File: src/hw/rtl/tbc_pkg.sv
// ----------------------------------------------------------------------------
// tbc_pkg
// shared types, constants and round functions of the tea buffer cipher
// ----------------------------------------------------------------------------
package tbc_pkg;

  localparam int ROUNDS_DEF    = 32;
  localparam int KEY_WORDS_DEF = 16;
  localparam int NUM_KEY_PAIRS = 8;
  localparam int KEY_IDX_W     = 3;
  localparam int CFG_IDX_W     = 4;
  localparam int DATA_W        = 64;
  localparam int WORD_W        = 32;
  localparam int BYTE_W        = 8;

  localparam logic [31:0] DELTA32 = 32'h9e3779b9;
  localparam logic [7:0]  DELTA8  = 8'hb9;

  typedef enum logic [1:0] {
    KIND_BYTE  = 2'd0,
    KIND_PAIR  = 2'd1,
    KIND_BLOCK = 2'd2
  } kind_e;

  // one unit travelling down the round chain
  typedef struct packed {
    logic                        dec;
    kind_e                       kind;
    logic [DATA_W-1:0]           data;
    logic [3:0][WORD_W-1:0]      key;
  } unit_t;

  function automatic logic [31:0] mix32(logic [31:0] v, logic [31:0] ka,
                                        logic [31:0] kb, logic [31:0] s);
    mix32 = ((v << 4) + ka) ^ (v + s) ^ ((v >> 5) + kb);
  endfunction

  function automatic logic [7:0] mix8(logic [7:0] v, logic [7:0] ka,
                                      logic [7:0] kb, logic [7:0] s);
    mix8 = ((v << 4) + ka) ^ (v + s) ^ ((v >> 5) + kb);
  endfunction

endpackage

File: src/hw/rtl/tbc_cell.sv
// ----------------------------------------------------------------------------
// tbc_cell
// one registered tea round, byte-wide for pairs and word-wide for blocks; lone bytes pass unchanged
// ----------------------------------------------------------------------------
module tbc_cell #(
  parameter int ROUNDS    = tbc_pkg::ROUNDS_DEF,
  parameter int ROUND_IDX = 0
) (
  input  logic           clk_i,
  input  logic           rst_ni,
  input  logic           en_i,
  input  logic           valid_i,
  input  tbc_pkg::unit_t unit_i,
  output logic           valid_o,
  output tbc_pkg::unit_t unit_o
);

  // running sum of this round, fixed per position in the chain
  localparam logic [31:0] SUM32_ENC =
    32'(64'(tbc_pkg::DELTA32) * 64'(ROUND_IDX + 1));
  localparam logic [31:0] SUM32_DEC =
    32'(64'(tbc_pkg::DELTA32) * 64'(ROUNDS - ROUND_IDX));
  localparam logic [7:0] SUM8_ENC =
    8'(32'(tbc_pkg::DELTA8) * 32'(ROUND_IDX + 1));
  localparam logic [7:0] SUM8_DEC =
    8'(32'(tbc_pkg::DELTA8) * 32'(ROUNDS - ROUND_IDX));

  logic           valid_q;
  tbc_pkg::unit_t unit_q;
  tbc_pkg::unit_t unit_d;
  logic [31:0]    s32, y32, z32, y32n, z32n;
  logic [7:0]     s8, y8, z8, y8n, z8n;

  always_comb begin
    unit_d = unit_i;
    s32    = unit_i.dec ? SUM32_DEC : SUM32_ENC;
    s8     = unit_i.dec ? SUM8_DEC : SUM8_ENC;
    y32    = unit_i.data[31:0];
    z32    = unit_i.data[63:32];
    y8     = unit_i.data[7:0];
    z8     = unit_i.data[15:8];
    y32n   = y32;
    z32n   = z32;
    y8n    = y8;
    z8n    = z8;
    case (unit_i.kind)
      tbc_pkg::KIND_PAIR: begin
        if (!unit_i.dec) begin
          y8n = y8 + tbc_pkg::mix8(z8, unit_i.key[0][7:0], unit_i.key[1][7:0], s8);
          z8n = z8 + tbc_pkg::mix8(y8n, unit_i.key[2][7:0], unit_i.key[3][7:0], s8);
        end else begin
          z8n = z8 - tbc_pkg::mix8(y8, unit_i.key[2][7:0], unit_i.key[3][7:0], s8);
          y8n = y8 - tbc_pkg::mix8(z8n, unit_i.key[0][7:0], unit_i.key[1][7:0], s8);
        end
        unit_d.data = {48'b0, z8n, y8n};
      end
      tbc_pkg::KIND_BLOCK: begin
        if (!unit_i.dec) begin
          y32n = y32 + tbc_pkg::mix32(z32, unit_i.key[0], unit_i.key[1], s32);
          z32n = z32 + tbc_pkg::mix32(y32n, unit_i.key[2], unit_i.key[3], s32);
        end else begin
          z32n = z32 - tbc_pkg::mix32(y32, unit_i.key[2], unit_i.key[3], s32);
          y32n = y32 - tbc_pkg::mix32(z32n, unit_i.key[0], unit_i.key[1], s32);
        end
        unit_d.data = {z32n, y32n};
      end
      default: begin
        unit_d = unit_i;
      end
    endcase
  end

  always_ff @(posedge clk_i or negedge rst_ni) begin
    if (!rst_ni) begin
      valid_q <= 1'b0;
    end else if (en_i) begin
      valid_q <= valid_i;
    end
  end

  always_ff @(posedge clk_i) begin
    if (en_i) begin
      unit_q <= unit_d;
    end
  end

  assign valid_o = valid_q;
  assign unit_o  = unit_q;

endmodule

File: config.mk
export PLATFORM = sky130hd
export DESIGN_NAME = tbc_cell
export DESIGN_NICKNAME = d
export VERILOG_FILES = /design/src/hw/rtl/tbc_pkg.sv /design/src/hw/rtl/tbc_cell.sv
export SDC_FILE = /design/constraint.sdc
export NUM_CORES = 1
export LEC_CHECK = 0
export BUFFER_PORTS_ARGS = -buffer_cell sky130_fd_sc_hd__buf_2
export CAP_MARGIN = 20
export CORE_ASPECT_RATIO = 1.75
export CORE_MARGIN = 1.5
export CORE_UTILIZATION = 45
export CTS_CLUSTER_SIZE = 14
export DETAILED_ROUTE_END_ITERATION = 10
export SLEW_MARGIN = 10
export SYNTH_ARGS = -nofsm -noshare
export SYNTH_HDL_FRONTEND = slang
export SYNTH_SLANG_ARGS = --single-unit
File: constraint.sdc
create_clock -name clk_i -period 0.9 [get_ports clk_i]
set_input_delay 0.09 -clock clk_i [delete_from_list [all_inputs] [get_ports clk_i]]
set_output_delay 0.09 -clock clk_i [all_outputs]
set_load 0.02 [all_outputs]
==> flow_summary_export.csv <==
group,metric,value,unit
sta,skew,0,ps
setup_path,cp_slowest_stage_delay,420,ps
setup_path,ff2ff_path_depth,1,
global_routing,grt_usage,41.9,%
placed_design,dp_hpwl,127000,µm
worst_hold_path,hold_class,"input port to flop",
synth,async_flop_share,0.510,%
cells_and_area,drive_gt1_share,45.0,%
synth,synth_top_cell_by_area,"ha_1",
clock_tree,clkSinkCount,196,
status,status,"finished with violations",
placed_design,gp_congestion,1.04,
clock_tree,cts_root_buf,"clkbuf_16",
route,post-route-drc-count,0,
setup_path,worstSetupPathType,"input port to flop",
setup_path,critPathArrivalTime,8200,ps
synth,synth_seq_cells,196,
route,via_per_inst,5.58,
clock_tree,cts_tree,"built",
sta,fmax,0.127,GHz
synth,synth_cells,3790,
floorplanning,rows,130,
sta,maxSlewViolCount,0,
sta,rsz0062_at_grt,"yes",
cells_and_area,mostFrequentLayoutCells,"1633 x buf_4, 562 x xnor2_1, 386 x ha_1",
floorplanning,start_util,45.3,%
global_routing,grt_pass1_wl,228000,µm
worst_hold_path,hold_depth,4,
synth,netlist_top_cells_area,"ha_1 18%, edfxtp_1 18%, xnor2_1 18%",
clock_tree,clk_pin_slew,80,ps
global_routing,grt_start_max_net_pins,53,
setup_path,worstPathRequired,1200,ps
route,first_pass_iters,6,
cells_and_area,area_growth,66.8,%
cells_and_area,nNetsFinal,6668,
setup_path,start_kind,"input port",
clock_tree,cts_buffers,17,
setup_path,cp_max_fo,4,
setup_path,end_kind,"flop",
route,avgRoutedWirePerCell,22.7,µm
placed_design,dp.cells,6660,
synth,syn_nets,4485,
status,violations,"negative setup slack",
sta,hold_violations,0,
sta,hold_ws,68.4,ps
cells_and_area,final_common_cell,"buf_4",
synth,synth_ff_type,"edfxtp_1",
route,wl,157000,µm
synth,synth_edf_count,195,
run,drv_cap,0,
sta,timing.setup.tns,-421110,ps
sta,setup_viol,368,
sta,final.period_utilization,878,%
global_routing,antenna_found_initial,6,
floorplanning,design.core.area,71600,µm²
sta,slew_headroom,20.6,%
placed_design,io_buffers,394,
synth,syn_area,32400,µm²
global_routing,overflow,0,
clock_tree,clk_latency,550,ps
synth,postSynthAreaPerCell,8.55,µm²
cells_and_area,fin_cells,6911,
floorplanning,ios,395,
synth,seq_area_frac_synth,18.1,%
route,antenna_left,0,
floorplanning,die_h,358,µm
synth,synth_top_area_share,18.3,%
global_routing,grt_pass1_vias,39400,
route,drtIter0Drc,2201,
clock_tree,clk_path_buf_depth,2,
sta,fin_crit,7900,ps
sta,fin_ws,-7000,ps
route,vias,38600,
clock_tree,htreeDepth,4,
setup_path,cp_slowest_cell,"o41a_1",
floorplanning,die_x,206,µm
cells_and_area,fillers,5528,
floorplanning,die_area,73700,µm²
synth,yosys.cell_types.count,92,
sta,tightest_slew,1190,ps
synth,ys.warnings.count,0,
==> Yosys cell counts (10+ instances only) <==
library cell  instances
a211o_1              14
a211oi_1             47
a21boi_0             12
a21o_1              215
a21oi_1             356
a221o_1              10
a221oi_1             23
a22o_1               12
a22oi_1              11
a311oi_1             10
a31o_2               11
a31oi_1              34
and2_1               17
and3_1               40
and4_1               12
clkbuf_1             56
edfxtp_1            195
fa_1                 22
ha_1                474
inv_1               168
mux2i_1              12
nand2_1             246
nand2b_1             60
nand3_1              57
nand4_1              25
nor2_1              215
nor2b_1              49
nor3_1               46
nor4_1               11
o211ai_1             26
o21a_1               42
o21ai_0             215
o21bai_1             50
o31ai_1              24
or2_2                10
or3_1                14
xnor2_1             648
xor2_1              151
==> flip-flops by register name, indices dropped and copies added (netlist names) <==
name     count
unit_o     195
valid_o      1
==> cell type report <==
cell class                      count  area, µm²  share of cell area (%)
Antenna cell                        2       5.00                 0.00925
Clock buffer                       19        433                   0.801
Clock inverter                     12        171                   0.317
Inverter                          169        663                    1.23
Multi-Input combinational cell   3363      29200                    54.1
Sequential cell                   196       5880                    10.9
Tap cell                          924       1160                    2.14
Timing Repair Buffer             2226      16500                    30.6
==> layer usage <==
metal / wire length, µm / share of wire, % / vias up / GRT usage [%]
met5: 39 / 0.025 / - / 0
met4: 21200 / 13 / 6 / 47.6
met3: 7860 / 5.0 / 690 / 7.15
met2: 75900 / 48 / 1429 / 72.7
met1: 52000 / 33 / 18200 / 39.1
li1: - / - / 18300 / -
==> metrics by stage <==
stage / util, % / area (µm²) / setup slack (ps)
after global placement: 67.2 / 48100 / -7730
after CTS: 73.5 / 52600 / -6800
after floorplan: - / 33000 / -6940
after global routing: 75.6 / 54100 / -7400
final: 75.6 / 54100 / -7000
after detailed placement: 67.2 / 48100 / -7880
==> worst paths after layout <==
path	start	slack, ps	endpoint
worst min-delay path	unit_i[160]	70	unit_o[160]$_DFFE_PP_
max in group asynchronous	rst_ni	440	valid_o$_DFFE_PN0P_
worst max-delay path	unit_i[160]	-7000	unit_o[191]$_DFFE_PP_
min in group asynchronous	rst_ni	360	valid_o$_DFFE_PN0P_
worst min register to register	valid_o$_DFFE_PN0P_	500	valid_o$_DFFE_PN0P_
worst max register to register	valid_o$_DFFE_PN0P_	170	valid_o$_DFFE_PN0P_
==> worst max-delay path: cells and delay by family <==
| family | cells | cell delay [ps] |
|---|---|---|
| xor gates and xnor gates | 9 | 1820 |
| AOI/OAI and AO/OA | 16 | 3360 |
| and+or+nand+nor | 7 | 990 |
| adders and majority gates | 4 | 990 |
| buffers and inverters | 7 | 940 |
==> what timing repair did <==
| item | 4_1_cts | 5_1_grt |
|---|---|---|
| endpoints found under the hold margin | 141 | 0 |
| endpoints found under the setup margin | 260 | 392 |
| buffers inserted | 72 | 42 |
| gates resized for setup | 427 | 233 |
| pin swaps | 336 | 219 |
| hold buffers | 134 | 0 |
==> logic make-up after synthesis <==
kind of cell / Yosys count / synth area share (%)
muxes: 21 / 0.683
DFF: 196 / 18.1
and+or+nand+nor: 827 / 12.2
buffers and inverters: 231 / 2.68
adders and majority gates: 496 / 19.7
xor gates and xnor gates: 806 / 22.1
AOI/OAI and AO/OA: 1213 / 24.6
Power is not shown: default switching activity piles up to over one toggle a cycle in this logic, so the estimate is an artifact.
